$ cat src/rtl/wsc_pkg.sv
// ----------------------------------------------------------------------------
// wsc_pkg: shared types and constants for the two-channel window statistics
// sample widths, the default window length and the control struct
// ----------------------------------------------------------------------------
package wsc_pkg;

  // default window length, legal range 2 to 64
  localparam int WSC_WINDOW_LEN = 8;

  // raw field widths
  localparam int WSC_RAW_W  = 16;
  localparam int WSC_VOLT_W = 13;
  localparam int WSC_CUR_W  = 16;

  // bus register word holds the reading above three status bits
  localparam int WSC_VOLT_SHIFT = 3;

  // start values for the running extremes
  localparam logic [WSC_VOLT_W-1:0]       WSC_VOLT_ALL_ONES = 13'h1FFF;
  localparam logic [WSC_VOLT_W-1:0]       WSC_VOLT_ZERO     = 13'h0000;
  localparam logic signed [WSC_CUR_W-1:0] WSC_CUR_MOST_NEG  = 16'sh8000;
  localparam logic signed [WSC_CUR_W-1:0] WSC_CUR_MOST_POS  = 16'sh7FFF;

  // window storage control from the sequencer
  typedef struct packed {
    logic push;    // shift a new sample in, oldest drops out
    logic rotate;  // move the oldest entry back to the newest slot
  } wsc_win_ctrl_t;

endpackage : wsc_pkg

$ cat src/rtl/wsc_if.sv
// ----------------------------------------------------------------------------
// wsc_if: valid/ready channels of the window statistics block
// one interface for raw samples and one for statistics results
// ----------------------------------------------------------------------------
interface wsc_in_if;
  logic                valid;
  logic                ready;
  logic [15:0]         bus_voltage_raw;
  logic signed [15:0]  shunt_raw;

  modport source (output valid, output bus_voltage_raw, output shunt_raw, input ready);
  modport sink   (input valid, input bus_voltage_raw, input shunt_raw, output ready);
endinterface : wsc_in_if

interface wsc_out_if;
  logic                valid;
  logic                ready;
  logic [12:0]         volt_max;
  logic [12:0]         volt_min;
  logic [12:0]         volt_mean;
  logic signed [15:0]  cur_max;
  logic signed [15:0]  cur_min;
  logic signed [15:0]  cur_mean;

  modport source (output valid, output volt_max, output volt_min, output volt_mean,
                  output cur_max, output cur_min, output cur_mean, input ready);
  modport sink   (input valid, input volt_max, input volt_min, input volt_mean,
                  input cur_max, input cur_min, input cur_mean, output ready);
endinterface : wsc_out_if

$ cat src/rtl/wsc_window.sv
// ----------------------------------------------------------------------------
// wsc_window: sample windows for both channels
// a shift line per channel; the oldest tap is read and fed back on rotate
// ----------------------------------------------------------------------------
module wsc_window
  import wsc_pkg::*;
#(
  parameter int WINDOW_LEN = WSC_WINDOW_LEN
) (
  input  logic                        clk_i,
  input  logic                        rst_ni,
  input  wsc_win_ctrl_t               ctrl_i,
  input  logic [WSC_VOLT_W-1:0]       volt_i,
  input  logic signed [WSC_CUR_W-1:0] cur_i,
  output logic [WSC_VOLT_W-1:0]       volt_tap_o,
  output logic signed [WSC_CUR_W-1:0] cur_tap_o
);

  logic [WSC_VOLT_W-1:0]       volt_q [WINDOW_LEN];
  logic signed [WSC_CUR_W-1:0] cur_q  [WINDOW_LEN];
  logic [WSC_VOLT_W-1:0]       volt_head;
  logic signed [WSC_CUR_W-1:0] cur_head;
  logic                        shift_en;

  // oldest entry sits at the far end of the line
  assign volt_tap_o = volt_q[WINDOW_LEN-1];
  assign cur_tap_o  = cur_q[WINDOW_LEN-1];

  // new sample on push, recirculated oldest entry on rotate
  assign volt_head = ctrl_i.push ? volt_i : volt_q[WINDOW_LEN-1];
  assign cur_head  = ctrl_i.push ? cur_i  : cur_q[WINDOW_LEN-1];
  assign shift_en  = ctrl_i.push | ctrl_i.rotate;

  // shift line, cleared to zero samples at reset
  always_ff @(posedge clk_i or negedge rst_ni) begin
    if (!rst_ni) begin
      for (int i = 0; i < WINDOW_LEN; i++) begin
        volt_q[i] <= '0;
        cur_q[i]  <= '0;
      end
    end else if (shift_en) begin
      volt_q[0] <= volt_head;
      cur_q[0]  <= cur_head;
      for (int i = 1; i < WINDOW_LEN; i++) begin
        volt_q[i] <= volt_q[i-1];
        cur_q[i]  <= cur_q[i-1];
      end
    end
  end

endmodule : wsc_window

$ cat src/rtl/wsc_divider.sv
// ----------------------------------------------------------------------------
// wsc_divider: shared unsigned divider by the window length
// multiply by the rounded-up reciprocal in a registered product, shared by
// the voltage and current means
// ----------------------------------------------------------------------------
module wsc_divider
  import wsc_pkg::*;
#(
  parameter int WINDOW_LEN = WSC_WINDOW_LEN,
  parameter int DIV_W      = WSC_CUR_W + $clog2(WINDOW_LEN)
) (
  input  logic             clk_i,
  input  logic             rst_ni,
  input  logic             start_i,
  input  logic [DIV_W-1:0] dividend_i,
  output logic             done_o,
  output logic [DIV_W-1:0] quotient_o
);

  // q = (n * ceil(2^(DIV_W+l) / len)) >> (DIV_W+l), exact for n < 2^DIV_W
  localparam int LEN_W  = $clog2(WINDOW_LEN);
  localparam int SHIFT  = DIV_W + LEN_W;
  localparam int MUL_W  = DIV_W + 1;
  localparam int PROD_W = DIV_W + MUL_W;
  localparam longint unsigned RecipFull =
    ((64'd1 << SHIFT) + 64'(WINDOW_LEN) - 64'd1) / 64'(WINDOW_LEN);
  localparam logic [MUL_W-1:0] RecipVal = MUL_W'(RecipFull);

  logic [PROD_W-1:0] prod_q;
  logic              done_q;

  // control state: done and quotient valid in the cycle after start
  always_ff @(posedge clk_i or negedge rst_ni) begin
    if (!rst_ni) begin
      done_q <= 1'b0;
    end else begin
      done_q <= start_i;
    end
  end

  // reciprocal product
  always_ff @(posedge clk_i) begin
    if (start_i) begin
      prod_q <= PROD_W'(dividend_i) * PROD_W'(RecipVal);
    end
  end

  assign done_o     = done_q;
  assign quotient_o = DIV_W'(prod_q >> SHIFT);

endmodule : wsc_divider

$ cat src/rtl/window_stats_two_channel.sv
// ----------------------------------------------------------------------------
// window_stats_two_channel: moving-window max, min and mean of two channels
// bus voltage and shunt samples each enter a window; stats of both windows
// are produced once per sample
// ----------------------------------------------------------------------------
//  channel | dir | handshake    | payload
//  in_i    | in  | valid/ready  | bus_voltage_raw[15:0], shunt_raw[15:0] signed
//  res_o   | out | valid/ready  | volt_max/min/mean[12:0], cur_max/min/mean[15:0]
//
//  a transaction runs through the accept state, the walk over the window one
//  entry per cycle, the voltage mean and then the current mean in the shared
//  reciprocal multiplier, and the result state.
//  in_i.ready is high only while idle; a result waits in its registers until
//  res_o.ready, and the next sample is taken after the result leaves.
//  reset clears both windows to zero samples at once; no clearing pass.
// ----------------------------------------------------------------------------
module window_stats_two_channel
  import wsc_pkg::*;
#(
  parameter int WINDOW_LEN = WSC_WINDOW_LEN
) (
  input  logic       clk_i,
  input  logic       rst_ni,
  wsc_in_if.sink     in_i,
  wsc_out_if.source  res_o
);

  localparam int LEN_W  = $clog2(WINDOW_LEN);
  localparam int VSUM_W = WSC_VOLT_W + LEN_W;
  localparam int CSUM_W = WSC_CUR_W + LEN_W;
  localparam int DIV_W  = CSUM_W;
  localparam logic [LEN_W-1:0] LastTap = LEN_W'(WINDOW_LEN - 1);

  // sequencer states
  localparam logic [2:0] S_IDLE = 3'd0;
  localparam logic [2:0] S_SCAN = 3'd1;
  localparam logic [2:0] S_VDIV = 3'd2;
  localparam logic [2:0] S_CDIV = 3'd3;
  localparam logic [2:0] S_OUT  = 3'd4;

  logic [2:0]                  state_q, state_d;
  logic [LEN_W-1:0]            cnt_q, cnt_d;
  wsc_win_ctrl_t               win_ctrl;
  logic [WSC_VOLT_W-1:0]       volt_in, volt_tap;
  logic signed [WSC_CUR_W-1:0] cur_tap;
  logic                        in_fire, out_fire, last_tap;

  logic [WSC_VOLT_W-1:0]       vmax_q, vmax_d, vmin_q, vmin_d, vmean_q, vmean_d;
  logic signed [WSC_CUR_W-1:0] cmax_q, cmax_d, cmin_q, cmin_d, cmean_q, cmean_d;
  logic [VSUM_W-1:0]           vsum_q, vsum_d;
  logic signed [CSUM_W-1:0]    csum_q, csum_d;
  logic                        cneg_q, cneg_d;

  logic                        div_start, div_done;
  logic [DIV_W-1:0]            div_dividend, div_quotient, cur_mag;
  logic [WSC_CUR_W-1:0]        cur_quo;

  assign in_fire  = in_i.valid & in_i.ready;
  assign out_fire = res_o.valid & res_o.ready;
  assign last_tap = (cnt_q == LastTap);
  assign volt_in  = WSC_VOLT_W'(in_i.bus_voltage_raw >> WSC_VOLT_SHIFT);

  // magnitude of the current sum for the unsigned divider
  assign cur_mag = csum_q[CSUM_W-1] ? DIV_W'(-csum_q) : DIV_W'(csum_q);
  assign cur_quo = WSC_CUR_W'(div_quotient);

  // window storage
  assign win_ctrl.push   = in_fire;
  assign win_ctrl.rotate = (state_q == S_SCAN);

  wsc_window #(
    .WINDOW_LEN (WINDOW_LEN)
  ) u_window (
    .clk_i      (clk_i),
    .rst_ni     (rst_ni),
    .ctrl_i     (win_ctrl),
    .volt_i     (volt_in),
    .cur_i      (in_i.shunt_raw),
    .volt_tap_o (volt_tap),
    .cur_tap_o  (cur_tap)
  );

  // divider start: voltage sum on the last entry of the walk, current magnitude after that
  always_comb begin
    div_start    = 1'b0;
    div_dividend = cur_mag;
    if ((state_q == S_SCAN) && last_tap) begin
      div_start    = 1'b1;
      div_dividend = DIV_W'(vsum_d);
    end else if ((state_q == S_VDIV) && div_done) begin
      div_start = 1'b1;
    end
  end

  wsc_divider #(
    .WINDOW_LEN (WINDOW_LEN),
    .DIV_W      (DIV_W)
  ) u_divider (
    .clk_i      (clk_i),
    .rst_ni     (rst_ni),
    .start_i    (div_start),
    .dividend_i (div_dividend),
    .done_o     (div_done),
    .quotient_o (div_quotient)
  );

  // sequencer and running statistics
  always_comb begin
    state_d = state_q;
    cnt_d   = cnt_q;
    vmax_d  = vmax_q;
    vmin_d  = vmin_q;
    vmean_d = vmean_q;
    cmax_d  = cmax_q;
    cmin_d  = cmin_q;
    cmean_d = cmean_q;
    vsum_d  = vsum_q;
    csum_d  = csum_q;
    cneg_d  = cneg_q;
    case (state_q)
      S_IDLE: begin
        if (in_fire) begin
          state_d = S_SCAN;
          cnt_d   = '0;
          vmax_d  = WSC_VOLT_ZERO;
          vmin_d  = WSC_VOLT_ALL_ONES;
          cmax_d  = WSC_CUR_MOST_NEG;
          cmin_d  = WSC_CUR_MOST_POS;
          vsum_d  = '0;
          csum_d  = '0;
        end
      end
      S_SCAN: begin
        // one window entry per cycle through the compare/add unit
        if (volt_tap > vmax_q) vmax_d = volt_tap;
        if (volt_tap < vmin_q) vmin_d = volt_tap;
        if (cur_tap > cmax_q)  cmax_d = cur_tap;
        if (cur_tap < cmin_q)  cmin_d = cur_tap;
        vsum_d = vsum_q + VSUM_W'(volt_tap);
        csum_d = csum_q + CSUM_W'(cur_tap);
        cnt_d  = cnt_q + 1'b1;
        if (last_tap) state_d = S_VDIV;
      end
      S_VDIV: begin
        if (div_done) begin
          vmean_d = WSC_VOLT_W'(div_quotient);
          cneg_d  = csum_q[CSUM_W-1];
          state_d = S_CDIV;
        end
      end
      S_CDIV: begin
        // truncation toward zero: divide the magnitude, restore the sign
        if (div_done) begin
          cmean_d = cneg_q ? -$signed(cur_quo) : $signed(cur_quo);
          state_d = S_OUT;
        end
      end
      S_OUT: begin
        if (out_fire) state_d = S_IDLE;
      end
      default: begin
        state_d = S_IDLE;
      end
    endcase
  end

  // control state
  always_ff @(posedge clk_i or negedge rst_ni) begin
    if (!rst_ni) begin
      state_q <= S_IDLE;
      cnt_q   <= '0;
    end else begin
      state_q <= state_d;
      cnt_q   <= cnt_d;
    end
  end

  // statistics and result registers
  always_ff @(posedge clk_i) begin
    vmax_q  <= vmax_d;
    vmin_q  <= vmin_d;
    vmean_q <= vmean_d;
    cmax_q  <= cmax_d;
    cmin_q  <= cmin_d;
    cmean_q <= cmean_d;
    vsum_q  <= vsum_d;
    csum_q  <= csum_d;
    cneg_q  <= cneg_d;
  end

  // channel outputs
  assign in_i.ready      = (state_q == S_IDLE);
  assign res_o.valid     = (state_q == S_OUT);
  assign res_o.volt_max  = vmax_q;
  assign res_o.volt_min  = vmin_q;
  assign res_o.volt_mean = vmean_q;
  assign res_o.cur_max   = cmax_q;
  assign res_o.cur_min   = cmin_q;
  assign res_o.cur_mean  = cmean_q;

endmodule : window_stats_two_channel

$ cat src/flat_wrapper.sv
// flat-port wrapper written by rule: the top's interface ports become plain ports
module window_stats_two_channel_flat import wsc_pkg::*;
#(
  parameter int WINDOW_LEN = WSC_WINDOW_LEN
)
  (clk_i, rst_ni, in_i_valid, in_i_bus_voltage_raw, in_i_shunt_raw, in_i_ready, res_o_valid, res_o_volt_max, res_o_volt_min, res_o_volt_mean, res_o_cur_max, res_o_cur_min, res_o_cur_mean, res_o_ready);
  wsc_in_if in_i_i ();
  wsc_out_if res_o_i ();
  input  logic clk_i;
  input  logic rst_ni;
  input wire logic [$bits(in_i_i.valid)-1:0] in_i_valid;
  input wire logic [$bits(in_i_i.bus_voltage_raw)-1:0] in_i_bus_voltage_raw;
  input wire logic [$bits(in_i_i.shunt_raw)-1:0] in_i_shunt_raw;
  output wire logic [$bits(in_i_i.ready)-1:0] in_i_ready;
  output wire logic [$bits(res_o_i.valid)-1:0] res_o_valid;
  output wire logic [$bits(res_o_i.volt_max)-1:0] res_o_volt_max;
  output wire logic [$bits(res_o_i.volt_min)-1:0] res_o_volt_min;
  output wire logic [$bits(res_o_i.volt_mean)-1:0] res_o_volt_mean;
  output wire logic [$bits(res_o_i.cur_max)-1:0] res_o_cur_max;
  output wire logic [$bits(res_o_i.cur_min)-1:0] res_o_cur_min;
  output wire logic [$bits(res_o_i.cur_mean)-1:0] res_o_cur_mean;
  input wire logic [$bits(res_o_i.ready)-1:0] res_o_ready;
  assign in_i_i.valid = in_i_valid;
  assign in_i_i.bus_voltage_raw = in_i_bus_voltage_raw;
  assign in_i_i.shunt_raw = in_i_shunt_raw;
  assign in_i_ready = in_i_i.ready;
  assign res_o_valid = res_o_i.valid;
  assign res_o_volt_max = res_o_i.volt_max;
  assign res_o_volt_min = res_o_i.volt_min;
  assign res_o_volt_mean = res_o_i.volt_mean;
  assign res_o_cur_max = res_o_i.cur_max;
  assign res_o_cur_min = res_o_i.cur_min;
  assign res_o_cur_mean = res_o_i.cur_mean;
  assign res_o_i.ready = res_o_ready;
  window_stats_two_channel #(.WINDOW_LEN(WINDOW_LEN)) u_core (.clk_i(clk_i), .rst_ni(rst_ni), .in_i(in_i_i), .res_o(res_o_i));
endmodule
$ cat config.mk
export PLATFORM = sky130hd
export DESIGN_NAME = window_stats_two_channel_flat
export DESIGN_NICKNAME = d
export VERILOG_FILES = /design/src/rtl/wsc_pkg.sv /design/src/rtl/wsc_if.sv /design/src/rtl/wsc_window.sv /design/src/rtl/wsc_divider.sv /design/src/rtl/window_stats_two_channel.sv /design/src/flat_wrapper.sv
export SDC_FILE = /design/constraint.sdc
export NUM_CORES = 1
export LEC_CHECK = 0
export BUFFER_PORTS_ARGS = -buffer_cell sky130_fd_sc_hd__buf_2
export CAP_MARGIN = 20
export CELL_PAD_IN_SITES_DETAIL_PLACEMENT = 0
export CELL_PAD_IN_SITES_GLOBAL_PLACEMENT = 2
export CORE_ASPECT_RATIO = 0.75
export CORE_MARGIN = 2
export CORE_UTILIZATION = 45
export CTS_CLUSTER_SIZE = 24
export DETAILED_ROUTE_END_ITERATION = 10
export GPL_ROUTABILITY_DRIVEN = 0
export PLACE_DENSITY_LB_ADDON = 0.1
export SLEW_MARGIN = 20
export SYNTH_ARGS = -nofsm -noshare
export SYNTH_HDL_FRONTEND = slang
export SYNTH_HIERARCHICAL = 1
export SYNTH_SLANG_ARGS = --single-unit
export TNS_END_PERCENT = 1
$ cat constraint.sdc
create_clock -name clk_i -period 5.26 [get_ports clk_i]
set_input_delay 0.789 -clock clk_i [delete_from_list [all_inputs] [get_ports clk_i]]
set_output_delay 0.789 -clock clk_i [all_outputs]
set_load 0.01 [all_outputs]
==> Yosys cells after proc, flatten, opt, wreduce, memory -nomap -nowiden <==
Cells that the tools add are included.
{ "word_totals": {"reg_bits": 381, "input_bits": 36, "output_inout_bits": 89, "wordCells": 102} }
{ "classes": {"n_addsub": 5, "order_cmp": 4, "eq_ne": 14, "n_mux": 31, "n_bitwise": 4, "reduce_logical": 13} }
{ "op_table": {"columns": ["op", "count"], "rows": [
  ["$mux W16", 8],
  ["$pmux W16 S2", 3],
  ["$mux W13", 5],
  ["$pmux W13 S2", 2],
  ["$pmux W19 S2", 1],
  ["$add A19 B16 Y19", 1],
  ["$mux W19", 1],
  ["$neg A19 Y19", 1],
  ["$mux W18", 1],
  ["$mux W3", 6],
  ["$add A16 B13 Y16", 1],
  ["$gt A16 B16 Y1", 1],
  ["$lt A16 B16 Y1", 1],
  ["$neg A16 Y16", 1],
  ["$pmux W3 S5", 1],
  ["$gt A13 B13 Y1", 1],
  ["$lt A13 B13 Y1", 1],
  ["$reduce_and A3 Y1", 4],
  ["$ne A2 B1 Y1 const B", 5],
  ["$ne A2 B2 Y1 const B", 4],
  ["$eq A3 B2 Y1 const B", 2],
  ["$eq A3 B3 Y1 const B", 2],
  ["$pmux W3 S2", 1],
  ["$reduce_and A2 Y1", 3],
  ["11 further kinds", 14]
]} }

==> Logic depth before layout (Yosys ltp) <==
Gate-level depths: netlist of the first run.
{ "logic_depth": {"word_depth": 5, "mapped_depth": 10} }

==> Cells and area by module <==
Netlist of the first run, hierarchy kept.
{ "modules_own_cells": {"columns": ["module", "instances", "cells_each", "area_per_inst_um2", "seq_area_each_um2"], "rows": [
  ["wsc_window", 1, 584, 9130.0, 5805.6],
  ["window_stats_two_channel", 1, 805, 8328.0, 3683.5],
  ["wsc_divider", 1, 21, 531.8, 505.5]
]} }

==> Least setup slack after synthesis of the first run <==
Ideal clock, no wire load.
{ "synth_path": {"path_type": "input port to flip-flop", "from": "input port in_i_valid", "to": "register u_core.vmin_q[0], in the netlist u_core/res_o.volt_min[0], enable pin", "setup_ps": 400, "arrival_ps": 2287, "setup_slack_ps": 2573, "stages": 4, "path_cell_list": "o21ai_0 > clkbuf_1 > clkbuf_1 > nor3_1"} }
{ "synth_via": {"elab_chain_len": 3} }
{ "synth_lines": {"columns": ["element", "line", "rtl"], "rows": [
  ["start: declaration", "flat_wrapper.sv:11", "input wire logic [$bits(in_i_i.valid)-1:0] in_i_valid;"],
  ["$and A1 B1 Y1", "window_stats_two_channel.sv:58", "assign in_fire = in_i.valid & in_i.ready;"],
  ["$ne A2 B2 Y1 (no source line)", null, null],
  ["$reduce_and A3 Y1 (no source line)", null, null],
  ["end signal: assignment", "window_stats_two_channel.sv:181", "vmin_q <= vmin_d;"],
  ["end: declaration", "window_stats_two_channel.sv:48", "logic [WSC_VOLT_W-1:0] vmax_q, vmax_d, vmin_q, vmin_d, vmean_q, vmean_d;"]
]} }
No other way between the ends.
A chain may end at the register's enable or synchronous reset.

==> Worst setup path after layout of the first run <==
{ "layout_path": {"from": "register u_core.state_q[0]", "to": "register u_core.cmin_q[3], in the netlist u_core/res_o.cur_min[3], enable pin"} }
{ "layout_via": {"elab_chain_len": 4, "elab_cells_between_ends": 7} }
{ "layout_lines": {"columns": ["element", "line", "rtl"], "rows": [
  ["start: declaration", "window_stats_two_channel.sv:41", "logic [2:0] state_q, state_d;"],
  ["start signal: assignment", "window_stats_two_channel.sv:173", "state_q <= state_d;"],
  ["$logic_not A3 Y1", "window_stats_two_channel.sv:120, window_stats_two_channel.sv:192", null],
  ["$and A1 B1 Y1", "window_stats_two_channel.sv:58", null],
  ["$ne A2 B2 Y1 (no source line)", null, null],
  ["$reduce_and A3 Y1 (no source line) (*)", null, null],
  ["end signal: assignment", "window_stats_two_channel.sv:184", "cmin_q <= cmin_d;"],
  ["end: declaration", "window_stats_two_channel.sv:49", "logic signed [WSC_CUR_W-1:0] cmax_q, cmax_d, cmin_q, cmin_d, cmean_q, cmean_d;"]
]} }
Mark *: on every way between the ends. The rest lies on a longest branch, timed or not.

==> flow_metrics.py, run 1 <==
metrics = {
    "run_status": {
        "status": "completed",
    },
    "place": {
        "dp.final_hpwl_mm": 25.40,
        "place_area_mm2": 0.01873,
        "io_buffers": 121,
    },
    "critical_path": {
        "r2r-end": "u_core/res_o.cur_min[3]$_SDFFCE_PN1P_",
        "critPathKind": "reg -> reg",
        "r2r_slack_ps": 1950,
        "cp.arrival_ps": 3460,
        "r2r_start": "u_core/state_q[0]$_DFFE_PN0P_",
        "required_ps": 5410,
        "crit_start": "u_core/state_q[0]$_DFFE_PN0P_",
        "setup.worst_path.start_class": "register",
        "cp_max_fo": 42,
        "worstRegToRegCells": 7,
        "cp-endpoint": "u_core/res_o.cur_min[3]$_SDFFCE_PN1P_",
        "end_kind": "register",
    },
    "synth": {
        "synth_cells": 1397,
        "syn_avg_cell_area_um2": 12.82,
        "synth_warnings": 6,
        "synth_nets": 1526,
        "netlist_area_mm2": 0.01791,
    },
    "drt": {
        "route.antenna.remaining_nets": 0,
        "vias": 10643,
        "drt_pass1_iterations": 4,
        "wl_per_cell_um": 18.53,
        "drtIter0Drc": 690,
        "via_per_inst": 5.207,
        "wirelength_mm": 37.88,
        "drc_errors": 0,
    },
    "clock_tree": {
        "cts.clk_slew.worst_paths_ps": 60,
        "clock_path_buffers": 3,
        "cts_tree": "done",
        "numCtsBuffers": 41,
        "hold_buffers": 0,
        "cts_resized": 0,
        "clkSinkCount": 378,
        "clock_tree.root_cell": "clkbuf_16",
        "postCtsSetupBuffers": 0,
        "worstSkewPairLatency_ps": 550,
        "htree_levels": 2,
    },
    "die": {
        "die-height_um": 176.8,
        "core_mm2": 0.03941,
        "initial_core_util_pct": 45.45,
        "rows": 63,
        "dieArea_mm2": 0.04143,
        "die_width_um": 234.4,
        "ios": 125,
    },
    "sta": {
        "setup_violations": 0,
        "post-route-period-util_pct": 62.96,
        "hold_viol": 0,
        "fin_crit_ps": 3312,
        "tns_ps": 0,
        "worst_slew_pin_slew_ps": 1036,
        "fin_worst_skew_ps": 14.82,
        "rsz0062_at_grt": "false",
        "whs_ps": 257.1,
        "max_freq_mhz": 302.0,
        "slew_violations": 0,
        "slew_headroom_pct": 30.74,
    },
    "cells_and_area": {
        "antenna-diode-count": 0,
        "post-route-cell-area_mm2": 0.02013,
        "layout.nets": 1621,
        "fin_util_pct": 51.08,
        "drive_above_1_share_pct": 17.52,
        "area_growth_pct": 12.39,
    },
    "grt": {
        "grt_pass1_vias": 10548,
        "antenna_found_initial": 0,
        "grt_pass1_wl_mm": 60.62,
        "grt_usage_pct": 18.93,
        "grt_max_degree": 94,
        "gr-total-overflow": 0,
    },
    "pwr": {
        "ir_drop_mv": 0.3497,
        "powerDensity_mw_per_mm2": 661.8,
        "p_leak_uw": 0.009374,
    },
    "min_path": {
        "min_path_type": "in -> async",
    },
    "job": {
        "drv_cap": 0,
    },
}
## worst min path at each step
stage                                         start  slack, ps                                     end  depth (start not counted)
after detailed placement  u_core/vsum_q[11]$_DFF_P_        450               u_core/vsum_q[11]$_DFF_P_                          2
after global placement     u_core/vsum_q[2]$_DFF_P_        440                u_core/vsum_q[2]$_DFF_P_                          2
after global routing                         rst_ni        310  u_core/u_window/volt_q[14]$_DFFE_PN0P_                          1
after floorplan           u_core/vsum_q[10]$_DFF_P_        430               u_core/vsum_q[10]$_DFF_P_                          2
after CTS                                    rst_ni        290  u_core/u_window/volt_q[44]$_DFFE_PN0P_                          1
final                                        rst_ni        260  u_core/u_window/volt_q[44]$_DFFE_PN0P_                          1
## layer usage
metal / track usage, % / wire length [um] / up-vias
met2: 27.73 / 16000 / 182
met4: 4.114 / 612 / 0
met3: 3.077 / 1603 / 54
met1: 29.41 / 19660 / 5229
met5: 0 / 0 / -
li1: - / - / 5178
## power breakdown
group          total [uW]  switching, uW  leakage [uW]  internal [uW]
clock network        2940           1190      0.000688           1750
registers            5290            875       0.00442           4420
logic                5090           2850       0.00427           2250
## layout by cell type (no fill, tap or decap), types with 4 or more instances in the layout
cell       instances
dfrtp_1          239
mux2_1           170
edfxtp_1         123
buf_2            120
ha_1              91
o21ai_0           74
nand2_1           73
inv_1             69
nor2_1            45
clkbuf_16         43
a21oi_1           43
mux2_2            36
nand2b_1          33
and3_1            32
mux2i_1           32
xor2_1            30
xnor2_1           27
a21o_1            19
dfxtp_1           16
buf_4             13
o21a_1            12
o31ai_1           10
a211oi_1           9
a31oi_1            9
or2_2              9
nand3_1            9
clkbuf_1           8
o211ai_1           8
nand4_1            8
clkinv_2           7
clkbuf_8           7
nor3_1             7
nor2b_1            7
a22o_1             6
a21boi_0           5
or3_1              4
or3_2              4
## flip-flops by register name (all words and copies together) (netlist names), 3 cells and up
signal                      count
u_core/u_window/cur_q         112
u_core/cnt_q                    3
u_core/res_o.volt_mean         13
u_core/state_q                  3
u_core/u_divider/prod_q        16
u_core/res_o.cur_min           16
u_core/u_window/volt_q         91
u_core/res_o.cur_max           16
u_core/u_window/cur_tap_o      16
u_core/vsum_q                  16
u_core/res_o.volt_min          13
u_core/csum_q                  19
u_core/u_window/volt_tap_o     13
u_core/res_o.cur_mean          16
u_core/res_o.volt_max          13
## metrics by stage
| stage | std cells | worst slack, ps | total power (uW) |
|---|---|---|---|
| after global routing | 2044 | 1731 | 14350 |
| after detailed placement | 1969 | 1699 | 10470 |
| after global placement | 1969 | 1726 | 10360 |
| final | 2044 | 1948 | 13320 |
| after CTS | 2044 | 1927 | 13490 |
| after floorplan | 1397 | 2573 | 9097 |
## cell type report
class / count / area, um^2
multi-input combinational: 865 / 7098
fill: 3491 / 19280
timing repair buffer: 136 / 744.5
tap: 520 / 650.6
clock inverter: 17 / 177.7
clock buffer: 58 / 1202
sequential: 378 / 9995
inverter: 70 / 264.0
## critical path: stages, from the launching register on
cell,delay [ps]
dfrtp_1,340
buf_4,370
nand2_1,150
clkinv_2,100
buf_4,400
buf_4,680
o221ai_1,240
o21a_1,570
No activity file was read; power rests on OpenSTA's default activity.
==> run 2: changes to the inputs <==
CORE_UTILIZATION = 42   (was 45)
clock period = 3.38 ns   (was 5.26 ns; I/O delays follow)
==> flow_metrics.py, run 2 (same netlist as run 1, synthesis figures left out) <==
metrics = {
    "run_status": {
        "status": "completed",
    },
    "sta": {
        "hold_viol": 0,
        "max_freq_mhz": 366.2,
        "setup_violations": 0,
        "worst_slew_pin_slew_ps": 717.8,
        "post-route-period-util_pct": 80.79,
        "whs_ps": 177.4,
        "rsz0062_at_grt": "false",
        "fin_worst_skew_ps": 19.57,
        "fin_crit_ps": 2731,
        "slew_headroom_pct": 52.15,
        "tns_ps": 0,
        "layout_setup_ws_ps": 649.2,
        "slew_violations": 0,
    },
    "grt": {
        "gr-total-overflow": 0,
        "grt_usage_pct": 17.49,
        "grt_pass1_vias": 10697,
        "grt_max_degree": 106,
        "antenna_found_initial": 0,
        "grt_pass1_wl_mm": 61.08,
    },
    "cells_and_area": {
        "final_cell_mix": "dfrtp_1 (239), mux2_1 (170), edfxtp_1 (123), buf_2 (120), ha_1 (91)",
        "largest_register_ffs": 112,
        "layout.nets": 1638,
        "post-route-cell-area_mm2": 0.02021,
        "mostFrequentLayoutCell": "dfrtp_1",
        "antenna-diode-count": 0,
        "fill_cells": 3838,
        "drive_above_1_share_pct": 17.67,
        "finalNonFillerCells": 2108,
        "top_register": "u_core/u_window/cur_q",
        "reg_top3": "u_core/u_window/cur_q x112, u_core/u_window/volt_q x91, u_core/csum_q x19",
        "area_growth_pct": 12.85,
    },
    "clock_tree": {
        "cts.clk_slew.worst_paths_ps": 60,
        "cts_resized": 0,
        "clkSinkCount": 378,
        "worstSkewPairLatency_ps": 540,
        "cts_tree": "done",
        "htree_levels": 2,
        "clock_tree.root_cell": "clkbuf_16",
        "numCtsBuffers": 41,
        "clock_path_buffers": 3,
    },
    "critical_path": {
        "cp.arrival_ps": 3000,
        "cp_slowest_stage_delay_ps": 500,
        "required_ps": 3650,
        "end_kind": "register",
        "r2r_start": "u_core/u_window/cur_tap_o[1]$_DFFE_PN0P_",
        "cp_top_family": "compound AO/OA/AOI/OAI gates",
        "r2r-end": "u_core/csum_q[15]$_SDFFCE_PN0P_",
        "cp_max_fo": 8,
        "worst-path-stages": 7,
        "r2r_slack_ps": 650,
        "setup.worst_path.start_class": "register",
        "cp-endpoint": "u_core/csum_q[15]$_SDFFCE_PN0P_",
        "critPathKind": "reg -> reg",
        "crit_start": "u_core/u_window/cur_tap_o[1]$_DFFE_PN0P_",
        "worstPathCellList": "ha_1 > a211o_1 > a21oi_1 > o21ai_0 > o311ai_0 > xor2_1 > nor2_1",
        "crit_slowest_cell": "dfrtp_1",
        "worstRegToRegCells": 7,
        "crit_buf_inv": 0,
    },
    "drt": {
        "vias": 10686,
        "drtIter0Drc": 535,
        "drc_errors": 0,
        "drt_pass1_iterations": 5,
        "route.antenna.remaining_nets": 0,
        "via_per_inst": 5.069,
        "wl_per_cell_um": 18.26,
        "wirelength_mm": 38.49,
    },
    "die": {
        "rows": 65,
        "die-height_um": 182.8,
        "initial_core_util_pct": 42.60,
        "die_width_um": 242.5,
        "dieArea_mm2": 0.04433,
        "ios": 125,
        "core_mm2": 0.04205,
    },
    "pwr": {
        "p_leak_uw": 0.009390,
        "powerDensity_mw_per_mm2": 1016,
        "ir_drop_mv": 0.6482,
    },
    "min_path": {
        "min_path_type": "in -> reg",
    },
    "place": {
        "place_ws_ps": 623.6,
        "place_area_mm2": 0.01895,
        "io_buffers": 121,
        "dp_cells": 2034,
        "dp.final_hpwl_mm": 26.67,
    },
    "job": {
        "drv_cap": 0,
    },
}
-- run 2: area by class of cell --
class / instances / area, um^2 / share of cell area (%)
Sequential cell: 378 / 9995 / 49.45
Multi-Input combinational cell: 865 / 7083 / 35.04
Clock buffer: 62 / 1165 / 5.763
Timing Repair Buffer: 153 / 908.4 / 4.494
Tap cell: 569 / 711.9 / 3.522
Inverter: 70 / 264.0 / 1.306
Clock inverter: 11 / 86.33 / 0.4271
-- run 2: tightest hold or removal path, stage by stage --
cell and delay (ps):
buf_2 70, nand2_1 40, o21ai_0 50
-- run 2: worst min-delay path by stage --
stage | startpoint | to | slack [ps] | cells after the start
after floorplan | rst_ni | u_core/cnt_q[0]$_DFFE_PN0P_ | 210 | 0
after global placement | u_core/vsum_q[8]$_DFF_P_ | u_core/vsum_q[8]$_DFF_P_ | 440 | 2
after detailed placement | u_core/vsum_q[2]$_DFF_P_ | u_core/vsum_q[2]$_DFF_P_ | 450 | 2
after CTS | in_i_shunt_raw[8] | u_core/u_window/cur_q[120]$_DFFE_PN0P_ | 150 | 3
after global routing | in_i_shunt_raw[0] | u_core/u_window/cur_q[112]$_DFFE_PN0P_ | 170 | 3
final | in_i_shunt_raw[2] | u_core/u_window/cur_q[114]$_DFFE_PN0P_ | 180 | 3
-- run 2: report_power, final --
| group | leakage, uW | total (uW) | internal [uW] | switching (uW) |
|---|---|---|---|---|
| logic | 0.00436 | 8140 | 3610 | 4540 |
| registers | 0.00442 | 8180 | 6870 | 1310 |
| clock network | 0.000610 | 4220 | 2450 | 1770 |
| total | 0.00939 | 20500 | 12900 | 7610 |
-- run 2: stage by stage --
stage                     utilization, %  total power (uW)
final                              48.07             20540
after global routing               48.07             22110
after CTS                          48.07             20860
after detailed placement           45.07             16510
after global placement             45.07             16350
after floorplan                        -             14160
-- run 2: timing repair --
item                      4_1_cts  5_1_grt
setup buffers                   0        0
hold buffers                    1        0
hold endpoints to repair       62        0
-- run 2: metal layers --
| metal | vias to the layer above | global-route usage, % | share of wire, % |
|---|---|---|---|
| li1 | 5207 | - | - |
| met1 | 5265 | 25.60 | 50 |
| met2 | 174 | 27.46 | 44 |
| met3 | 40 | 2.956 | 4.2 |
| met4 | 0 | 3.531 | 1.5 |
| met5 | - | 0 | 0 |
